File: config.mk
export PLATFORM = sky130hd
export DESIGN_NAME = image_spike_removal_filter_core
export DESIGN_NICKNAME = d
export VERILOG_FILES = /design/src/design/isrf_pkg.sv /design/src/design/isrf_front.sv /design/src/design/isrf_queue.sv /design/src/design/isrf_back.sv /design/src/design/image_spike_removal_filter_core.sv
export SDC_FILE = /design/constraint.sdc
export NUM_CORES = 1
export LEC_CHECK = 0
export ABC_CLOCK_PERIOD_IN_PS = 14830
export BUFFER_PORTS_ARGS = -buffer_cell sky130_fd_sc_hd__buf_4
export CAP_MARGIN = 25
export CORE_MARGIN = 1
export CORE_UTILIZATION = 25
export DETAILED_ROUTE_END_ITERATION = 7
export PLACE_DENSITY = 0.46
export SYNTH_ARGS = -nofsm -noshare
export SYNTH_HDL_FRONTEND = slang
export SYNTH_HIERARCHICAL = 1
export SYNTH_SLANG_ARGS = --single-unit
export TNS_END_PERCENT = 10
File: constraint.sdc
create_clock -name i_clk -period 14.83 [get_ports i_clk]
set_input_delay 2.966 -clock i_clk [delete_from_list [all_inputs] [get_ports i_clk]]
set_output_delay 2.966 -clock i_clk [all_outputs]
set_load 0.05 [all_outputs]
File: src/design/isrf_pkg.sv
`timescale 1ns / 1ps
`default_nettype none

package isrf_pkg;

    // Frame geometry
    localparam int FRAME_ROWS = 32;
    localparam int FRAME_COLS = 32;
    localparam int ROW_W      = $clog2(FRAME_ROWS);
    localparam int COL_W      = $clog2(FRAME_COLS);

    // Pixel and threshold width
    localparam int PIX_W = 8;

    // Sum of up to four neighbors
    localparam int SUM_W = PIX_W + 2;

    // floor(s / 3) = (s * RECIP3) >> RECIP3_SH for any sum of three pixels
    localparam int RECIP3    = 683;
    localparam int RECIP3_SH = 11;
    localparam int PROD_W    = 2 * SUM_W;

    // Command queue between front and back
    localparam int QUEUE_DEPTH = 4;
    localparam int QPTR_W      = $clog2(QUEUE_DEPTH);

    // What the back end does with one input word
    typedef enum logic [1:0] {
        K_STORE  = 2'd0,   // first row: keep the original only
        K_FILTER = 2'd1,   // filter the pixel above, emit one word
        K_FINAL  = 2'd2    // as K_FILTER, then flush the last row
    } t_kind;

    typedef struct packed {
        logic [PIX_W-1:0] pixel;
        logic [COL_W-1:0] col;
        logic             has_up;
        t_kind            kind;
    } t_cmd;

    typedef enum logic {
        ST_RUN   = 1'b0,
        ST_FLUSH = 1'b1
    } t_back_state;

endpackage

`default_nettype wire

File: src/design/isrf_front.sv
`timescale 1ns / 1ps
`default_nettype none

module isrf_front (
    input  logic                              i_clk,
    input  logic                              i_rst_n,
    input  logic                              i_valid,
    input  logic [isrf_pkg::PIX_W-1:0]        i_pixel,
    output logic                              o_stall,
    input  logic                              i_full,
    output logic                              o_push,
    output isrf_pkg::t_cmd                    o_cmd
);
    import isrf_pkg::*;

    logic [ROW_W-1:0] r_row, n_row;
    logic [COL_W-1:0] r_col, n_col;
    logic             is_last_px;

    assign o_stall = i_full;
    assign o_push  = i_valid && !i_full;

    // Classify the incoming word by its raster position
    always_comb begin
        is_last_px = (r_row == ROW_W'(FRAME_ROWS - 1)) &&
                     (r_col == COL_W'(FRAME_COLS - 1));
        o_cmd.pixel  = i_pixel;
        o_cmd.col    = r_col;
        o_cmd.has_up = (r_row > ROW_W'(1));
        if (r_row == '0) begin
            o_cmd.kind = K_STORE;
        end else if (is_last_px) begin
            o_cmd.kind = K_FINAL;
        end else begin
            o_cmd.kind = K_FILTER;
        end
    end

    // Raster position of the next word
    always_comb begin
        n_row = r_row;
        n_col = r_col;
        if (o_push) begin
            if (is_last_px) begin
                n_row = '0;
                n_col = '0;
            end else if (r_col == COL_W'(FRAME_COLS - 1)) begin
                n_col = '0;
                n_row = r_row + ROW_W'(1);
            end else begin
                n_col = r_col + COL_W'(1);
            end
        end
    end

    always_ff @(posedge i_clk) begin
        if (!i_rst_n) begin
            r_row <= '0;
            r_col <= '0;
        end else begin
            r_row <= n_row;
            r_col <= n_col;
        end
    end

endmodule

`default_nettype wire

File: src/design/isrf_queue.sv
`timescale 1ns / 1ps
`default_nettype none

module isrf_queue (
    input  logic           i_clk,
    input  logic           i_rst_n,
    input  logic           i_push,
    input  isrf_pkg::t_cmd i_data,
    output logic           o_full,
    input  logic           i_pop,
    output logic           o_valid,
    output isrf_pkg::t_cmd o_data
);
    import isrf_pkg::*;

    t_cmd              r_mem [QUEUE_DEPTH];
    logic [QPTR_W-1:0] r_wr_ptr, n_wr_ptr;
    logic [QPTR_W-1:0] r_rd_ptr, n_rd_ptr;
    logic [QPTR_W:0]   r_count, n_count;

    assign o_full  = (r_count == (QPTR_W + 1)'(QUEUE_DEPTH));
    assign o_valid = (r_count != '0);
    assign o_data  = r_mem[r_rd_ptr];

    // Pointer and fill bookkeeping
    always_comb begin
        n_wr_ptr = i_push ? r_wr_ptr + QPTR_W'(1) : r_wr_ptr;
        n_rd_ptr = i_pop  ? r_rd_ptr + QPTR_W'(1) : r_rd_ptr;
        n_count  = r_count;
        if (i_push && !i_pop) begin
            n_count = r_count + (QPTR_W + 1)'(1);
        end else if (!i_push && i_pop) begin
            n_count = r_count - (QPTR_W + 1)'(1);
        end
    end

    always_ff @(posedge i_clk) begin
        if (!i_rst_n) begin
            r_wr_ptr <= '0;
            r_rd_ptr <= '0;
            r_count  <= '0;
        end else begin
            r_wr_ptr <= n_wr_ptr;
            r_rd_ptr <= n_rd_ptr;
            r_count  <= n_count;
        end
    end

    // Storage
    always_ff @(posedge i_clk) begin
        if (i_push) begin
            r_mem[r_wr_ptr] <= i_data;
        end
    end

endmodule

`default_nettype wire

File: src/design/isrf_back.sv
`timescale 1ns / 1ps
`default_nettype none

module isrf_back (
    input  logic                       i_clk,
    input  logic                       i_rst_n,
    input  logic [isrf_pkg::PIX_W-1:0] i_threshold,
    input  logic                       i_cmd_valid,
    input  isrf_pkg::t_cmd             i_cmd,
    output logic                       o_cmd_pop,
    input  logic                       i_stall,
    output logic                       o_valid,
    output logic [isrf_pkg::PIX_W-1:0] o_out_pixel,
    output logic                       o_run_last,
    output logic                       o_frame_end
);
    import isrf_pkg::*;

    // Row delay lines: index 0 is the newest word
    logic [PIX_W-1:0] r_orig [FRAME_COLS];
    logic [PIX_W-1:0] r_filt [FRAME_COLS];

    t_back_state      r_state, n_state;
    logic [COL_W-1:0] r_fcol, n_fcol;

    logic             r_out_valid;
    logic [PIX_W-1:0] r_out_pixel;
    logic             r_run_last;
    logic             r_frame_end;

    logic             out_free;
    logic             shift_o;
    logic             shift_f;
    logic             load;
    logic             ld_last;
    logic             ld_fend;
    logic [PIX_W-1:0] orig_in;

    logic [COL_W-1:0] col;
    logic             has_left, has_right, has_up, has_down;
    logic [PIX_W-1:0] ctr, v_left, v_right, v_up, v_down;
    logic [PIX_W-1:0] d_left, d_right, d_up, d_down;
    logic             spike;
    logic [SUM_W-1:0] sum;
    logic [2:0]       cnt;
    logic [PROD_W-1:0] prod3;
    logic [PIX_W-1:0] mean;
    logic [PIX_W-1:0] filt_val;

    assign out_free = !r_out_valid || !i_stall;

    // Neighborhood of the pixel being filtered
    always_comb begin
        if (r_state == ST_FLUSH) begin
            col      = r_fcol;
            has_up   = 1'b1;
            has_down = 1'b0;
            v_down   = '0;
        end else begin
            col      = i_cmd.col;
            has_up   = i_cmd.has_up;
            has_down = 1'b1;
            v_down   = i_cmd.pixel;
        end
        has_left  = (col != '0);
        has_right = (col != COL_W'(FRAME_COLS - 1));
        ctr       = r_orig[FRAME_COLS-1];
        v_right   = r_orig[FRAME_COLS-2];
        v_left    = r_filt[0];
        v_up      = r_filt[FRAME_COLS-1];
    end

    // Spike test and neighbor mean
    always_comb begin
        d_left  = (ctr > v_left)  ? ctr - v_left  : v_left  - ctr;
        d_right = (ctr > v_right) ? ctr - v_right : v_right - ctr;
        d_up    = (ctr > v_up)    ? ctr - v_up    : v_up    - ctr;
        d_down  = (ctr > v_down)  ? ctr - v_down  : v_down  - ctr;

        spike = (!has_left  || (d_left  > i_threshold)) &&
                (!has_right || (d_right > i_threshold)) &&
                (!has_up    || (d_up    > i_threshold)) &&
                (!has_down  || (d_down  > i_threshold));

        sum = (has_left  ? SUM_W'(v_left)  : SUM_W'(0)) +
              (has_right ? SUM_W'(v_right) : SUM_W'(0)) +
              (has_up    ? SUM_W'(v_up)    : SUM_W'(0)) +
              (has_down  ? SUM_W'(v_down)  : SUM_W'(0));
        cnt = 3'(has_left) + 3'(has_right) + 3'(has_up) + 3'(has_down);

        prod3 = PROD_W'(sum) * PROD_W'(RECIP3);
        case (cnt)
            3'd3:    mean = prod3[RECIP3_SH +: PIX_W];
            3'd4:    mean = sum[2 +: PIX_W];
            default: mean = sum[1 +: PIX_W];
        endcase

        filt_val = spike ? mean : ctr;
    end

    // Next state
    always_comb begin
        n_state = r_state;
        case (r_state)
            ST_RUN: begin
                if (i_cmd_valid && (i_cmd.kind == K_FINAL) && out_free) begin
                    n_state = ST_FLUSH;
                end
            end
            ST_FLUSH: begin
                if (out_free && (r_fcol == COL_W'(FRAME_COLS - 1))) begin
                    n_state = ST_RUN;
                end
            end
            default: n_state = ST_RUN;
        endcase
    end

    // Datapath controls
    always_comb begin
        o_cmd_pop = 1'b0;
        shift_o   = 1'b0;
        shift_f   = 1'b0;
        load      = 1'b0;
        ld_last   = 1'b0;
        ld_fend   = 1'b0;
        orig_in   = i_cmd.pixel;
        n_fcol    = '0;
        case (r_state)
            ST_RUN: begin
                if (i_cmd_valid) begin
                    if (i_cmd.kind == K_STORE) begin
                        o_cmd_pop = 1'b1;
                        shift_o   = 1'b1;
                    end else if (out_free) begin
                        o_cmd_pop = 1'b1;
                        shift_o   = 1'b1;
                        shift_f   = 1'b1;
                        load      = 1'b1;
                        ld_last   = (i_cmd.kind == K_FILTER);
                    end
                end
            end
            ST_FLUSH: begin
                n_fcol = r_fcol;
                if (out_free) begin
                    shift_o = 1'b1;
                    orig_in = '0;
                    shift_f = 1'b1;
                    load    = 1'b1;
                    ld_last = (r_fcol == COL_W'(FRAME_COLS - 1));
                    ld_fend = ld_last;
                    n_fcol  = r_fcol + COL_W'(1);
                end
            end
            default: begin
                o_cmd_pop = 1'b0;
            end
        endcase
    end

    // Control registers
    always_ff @(posedge i_clk) begin
        if (!i_rst_n) begin
            r_state     <= ST_RUN;
            r_fcol      <= '0;
            r_out_valid <= 1'b0;
        end else begin
            r_state <= n_state;
            r_fcol  <= n_fcol;
            if (load) begin
                r_out_valid <= 1'b1;
            end else if (!i_stall) begin
                r_out_valid <= 1'b0;
            end
        end
    end

    // Output word
    always_ff @(posedge i_clk) begin
        if (load) begin
            r_out_pixel <= filt_val;
            r_run_last  <= ld_last;
            r_frame_end <= ld_fend;
        end
    end

    // Row delay lines
    always_ff @(posedge i_clk) begin
        if (shift_o) begin
            for (int i = FRAME_COLS - 1; i > 0; i--) begin
                r_orig[i] <= r_orig[i-1];
            end
            r_orig[0] <= orig_in;
        end
        if (shift_f) begin
            for (int i = FRAME_COLS - 1; i > 0; i--) begin
                r_filt[i] <= r_filt[i-1];
            end
            r_filt[0] <= filt_val;
        end
    end

    assign o_valid     = r_out_valid;
    assign o_out_pixel = r_out_pixel;
    assign o_run_last  = r_run_last;
    assign o_frame_end = r_frame_end;

endmodule

`default_nettype wire

File: src/design/image_spike_removal_filter_core.sv
// Impulse noise removal, 4-neighbor rule, on a 32 x 32 frame in raster order.
// Input channel: i_valid / o_stall carry one pixel word per accepted edge.
// Output channel: o_valid / i_stall carry filtered words, also raster order.
// Configuration: i_cfg_wr_en writes i_cfg_wr_data into the spike threshold
// (reset value 1); write it only while the block is idle.
// Words of the first row are stored and give no output. Every later input
// word releases the filtered pixel one row above it; the last word of the
// frame also releases the whole last row (33 output words for that input).
// A filtered word passes the command queue and then the output register;
// o_valid rises once it is registered there, when nothing waits ahead of it.
// Throughput: one word per cycle unless the output stalls; the end-of-frame
// flush holds the back end for the whole last row, while the command queue
// (4 words) fills, then the input stalls. The filter step is combinational, as
// the left neighbor of each pixel is the filtered result of the one before.
// A stalled output word holds; the back end keeps working as long as its
// output register can be refilled, and new input waits in the queue.
// Reset (synchronous, active low) returns the raster position to the start
// of a frame, empties the queue and the output register.
`timescale 1ns / 1ps
`default_nettype none

module image_spike_removal_filter_core (
    input  logic                       i_clk,
    input  logic                       i_rst_n,
    input  logic                       i_cfg_wr_en,
    input  logic [isrf_pkg::PIX_W-1:0] i_cfg_wr_data,
    input  logic                       i_valid,
    output logic                       o_stall,
    input  logic [isrf_pkg::PIX_W-1:0] i_pixel,
    output logic                       o_valid,
    input  logic                       i_stall,
    output logic [isrf_pkg::PIX_W-1:0] o_out_pixel,
    output logic                       o_run_last,
    output logic                       o_frame_end
);
    import isrf_pkg::*;

    logic [PIX_W-1:0] r_threshold;
    logic             q_full;
    logic             q_push;
    logic             q_pop;
    logic             q_valid;
    t_cmd             push_cmd;
    t_cmd             head_cmd;

    // Threshold register
    always_ff @(posedge i_clk) begin
        if (!i_rst_n) begin
            r_threshold <= PIX_W'(1);
        end else if (i_cfg_wr_en) begin
            r_threshold <= i_cfg_wr_data;
        end
    end

    isrf_front u_front (
        .i_clk   (i_clk),
        .i_rst_n (i_rst_n),
        .i_valid (i_valid),
        .i_pixel (i_pixel),
        .o_stall (o_stall),
        .i_full  (q_full),
        .o_push  (q_push),
        .o_cmd   (push_cmd)
    );

    isrf_queue u_queue (
        .i_clk   (i_clk),
        .i_rst_n (i_rst_n),
        .i_push  (q_push),
        .i_data  (push_cmd),
        .o_full  (q_full),
        .i_pop   (q_pop),
        .o_valid (q_valid),
        .o_data  (head_cmd)
    );

    isrf_back u_back (
        .i_clk       (i_clk),
        .i_rst_n     (i_rst_n),
        .i_threshold (r_threshold),
        .i_cmd_valid (q_valid),
        .i_cmd       (head_cmd),
        .o_cmd_pop   (q_pop),
        .i_stall     (i_stall),
        .o_valid     (o_valid),
        .o_out_pixel (o_out_pixel),
        .o_run_last  (o_run_last),
        .o_frame_end (o_frame_end)
    );

endmodule

`default_nettype wire

==> flow_summary_export.csv <==
group,metric,value,unit
cells_and_area,antenna_cells,0,
cts,h-tree-depth,3,
floorplan,die_w,323,µm
sta,finalCriticalPeriod,9870,ps
logic_synthesis,synthesis.nets,1815,
floorplan,start_util,0.253,
global_route,grt_pass1_wl,77100,µm
sta,fmax,101,MHz
routing,final_antenna_net_count,0,
flow_run,max_cap_violations,0,
global_route,grt_usage,0.0960,
routing,drc,0,
placement,dpl.hpwl,31900,µm
routing,drt_iter0_markers,969,
routing,routed_wl,49200,µm
setup_path,crit_path_end,"u_back/o_out_pixel[6]",
status,status,"complete, no violations",
cells_and_area,area_delta_synth_final,15.2,%
global_route,antenna_found_initial,1,
logic_synthesis,ys.flop_type,"edfxtp_1",
setup_path,start_kind,"flop",
cts,clk_latency,600,ps
min_path,hold_path.class,"reg -> reg",
logic_synthesis,ys_warn_count,6,
cts,cts-root-buf,"clkbuf_16",
cells_and_area,final_nets,1887,
sta,tightest_slew,1000,ps
setup_path,required,15160,ps
cts,cts_tree,"done",
setup_path,crit_path_max_fanout,11,
setup_path,slowest_delay,720,ps
sta,setup_viol,0,
floorplan,die_y,323,µm
cts,cts.path.max_buffers,3,
cts,cts_sinks,612,
global_route,grt_max_degree,204,
routing,avgViaCountPerCell,4.16,
sta,period_share,0.665,
floorplan,core_area,102000,µm²
floorplan,rows,117,
setup_path,r2r-end,"u_back/o_out_pixel[6]",
cts,cts_hold_buf,0,
setup_path,end_kind,"flop",
logic_synthesis,synth_edf_count,578,
floorplan,ios,33,
placement,dp.cells,2944,
placement,finalWeightedCongestion,0.806,
logic_synthesis,synthDistinctLibCells,71,
cells_and_area,stdcell_count,3066,
floorplan,die_area,104000,µm²
cells_and_area,final_layout_size_suffix_gt1_frac,0.0995,
logic_synthesis,synth_cells,1575,
global_route,grt-ovfl-total,0,
logic_synthesis,syn_area,25700,µm²
cts,cts_post_setup_buffers_inserted,0,
sta,maxSlewHeadroom,0.333,
sta,whs,410,ps
placement,io_buffers,32,
logic_synthesis,synth_area_per_cell,16.3,µm²
cts,cts.repair.resized,0,
setup_path,worst-r2r-setup-slack,4960,ps
sta,clock_skew,22.3,ps
setup_path,crit_type,"reg -> reg",
setup_path,r2r_cells,34,
sta,tns,0,ps
logic_synthesis,synth.ff_latch_count,612,
routing,num_vias,12800,
setup_path,crit_slowest_cell,"a41oi_1",
routing,wl_per_cell,16.1,µm
global_route,grt_pass1_vias,13200,
setup_path,cp.arrival,10200,ps
logic_synthesis,ys_seq_area_frac,0.701,
sta,drv_slew,0,
sta,rsz0062_at_grt,"no",
logic_synthesis,async_reset_ff_frac,0,
cts,clk_pin_slew_worst_paths,60,ps
sta,finalHoldViolations,0,
cts,cts_made_buffers,69,
routing,first_pass_iters,5,
[Yosys cell counts, types with 10 or more instances]
cell type,n,area (µm²)
o21ai_0,40,200
inv_1,148,556
and2_1,22,138
nand3_1,15,75.1
a21oi_1,43,215
xor2_1,21,184
xnor2_1,19,166
ha_1,174,2180
mux2_2,18,203
fa_1,45,901
mux4_2,10,225
nand4_1,17,106
dfxtp_1,34,681
buf_4,18,135
a21o_1,12,90.1
nor2_1,61,229
a211oi_1,12,90.1
edfxtp_1,578,17400
and3_1,13,81.3
nand2_1,75,282
nor2b_1,26,163
mux2i_1,27,270
[through the flow]
step | setup slack, ps | area (µm²) | utilization
after floorplan | 4350 | 25700 | -
after global placement | 4740 | 27500 | 0.270
after detailed placement | 4920 | 27500 | 0.270
after CTS | 4920 | 29600 | 0.291
after global routing | 4320 | 29600 | 0.291
final | 4960 | 29600 | 0.291
[layer usage]
layer  global-route usage  share of wire
met3               0.0209          0.043
met1                0.134           0.48
met2                0.147           0.45
met4               0.0331          0.023
met5                    0              0
[cells in the final DEF, fill, tap and decap left out, types with 11 or more instances in the layout]
| cell | n |
|---|---|
| clkbuf_1 | 15 |
| nand4_1 | 17 |
| ha_1 | 174 |
| nand2_1 | 75 |
| clkinv_2 | 11 |
| clkinv_1 | 17 |
| nand3_1 | 15 |
| edfxtp_1 | 578 |
| dfxtp_1 | 34 |
| xnor2_1 | 19 |
| mux2i_1 | 27 |
| a211oi_1 | 12 |
| clkbuf_16 | 70 |
| mux2_2 | 18 |
| a21o_1 | 12 |
| o21ai_0 | 40 |
| and3_1 | 13 |
| inv_1 | 148 |
| nor2_1 | 60 |
| xor2_1 | 21 |
| nor2b_1 | 26 |
| buf_4 | 37 |
| and2_1 | 22 |
| fa_1 | 45 |
| a21oi_1 | 43 |
[kinds of logic (layout without fill, tap and decap cells)]
family / after synthesis / in the layout / synth area share
AOI/OAI and AO/OA: 175 / 175 / 0.0440
xor gates and xnor gates: 40 / 40 / 0.0136
adders and majority gates: 219 / 219 / 0.120
buffers and inverters: 188 / 311 / 0.0322
DFF: 612 / 612 / 0.701
muxes: 61 / 61 / 0.0333
and+or+nand+nor: 280 / 280 / 0.0564
[worst min-delay path by stage]
stage / from / to / slack (ps) / depth (start not counted)
2_1_floorplan: u_back/r_filt[0][8] / u_back/r_filt[0][16] / 400 / 0
3_3_place_gp: u_back/r_filt[0][8] / u_back/r_filt[0][16] / 400 / 0
3_5_place_dp: u_back/r_filt[0][17] / u_back/r_filt[0][25] / 400 / 0
4_1_cts: u_back/r_orig[1][77] / u_back/r_orig[1][85] / 400 / 0
5_1_grt: u_back/r_orig[1][77] / u_back/r_orig[1][85] / 420 / 0
6_report: u_back/r_orig[1][77] / u_back/r_orig[1][85] / 410 / 0
[worst max-delay path, delay by kind of cell (launching register included)]
| kind | cells | cell delay [ps] |
|---|---|---|
| adder cells (fa/ha/maj) | 9 | 3480 |
| AO/OA/AOI/OAI | 7 | 1930 |
| AND/OR/NAND/NOR | 8 | 1520 |
| XOR/XNOR | 2 | 900 |
| flip-flops | 1 | 640 |
| buffers and inverters | 7 | 570 |
| multiplexers | 1 | 530 |
[sequential cells by signal, indices dropped and copies added, names as in the netlist, named ones only]
| signal | flops |
|---|---|
| u_queue/r_mem | 64 |
| r_threshold | 8 |
| u_back/o_valid | 1 |
| u_queue/r_count | 3 |
| u_queue/r_wr_ptr | 2 |
| u_back/r_fcol | 5 |
| u_back/r_state | 1 |
| u_back/o_run_last | 1 |
| u_back/r_orig | 256 |
| u_back/r_filt | 249 |
| u_queue/r_rd_ptr | 2 |
| u_front/r_col | 5 |
| u_back/o_frame_end | 1 |
| u_front/r_row | 5 |
| u_back/o_out_pixel | 7 |
[layout make-up]
| class | instances | area [µm²] |
|---|---|---|
| Fill cell | 10200 | 72300 |
| Sequential cell | 612 | 18000 |
| Tap cell | 1368 | 1710 |
| Multi-Input combinational cell | 775 | 6880 |
| Timing Repair Buffer | 40 | 333 |
| Clock inverter | 37 | 309 |
| Inverter | 149 | 559 |
| Clock buffer | 85 | 1810 |
Power is not shown: default switching activity piles up to over one toggle a cycle in this logic, so the estimate is an artifact.
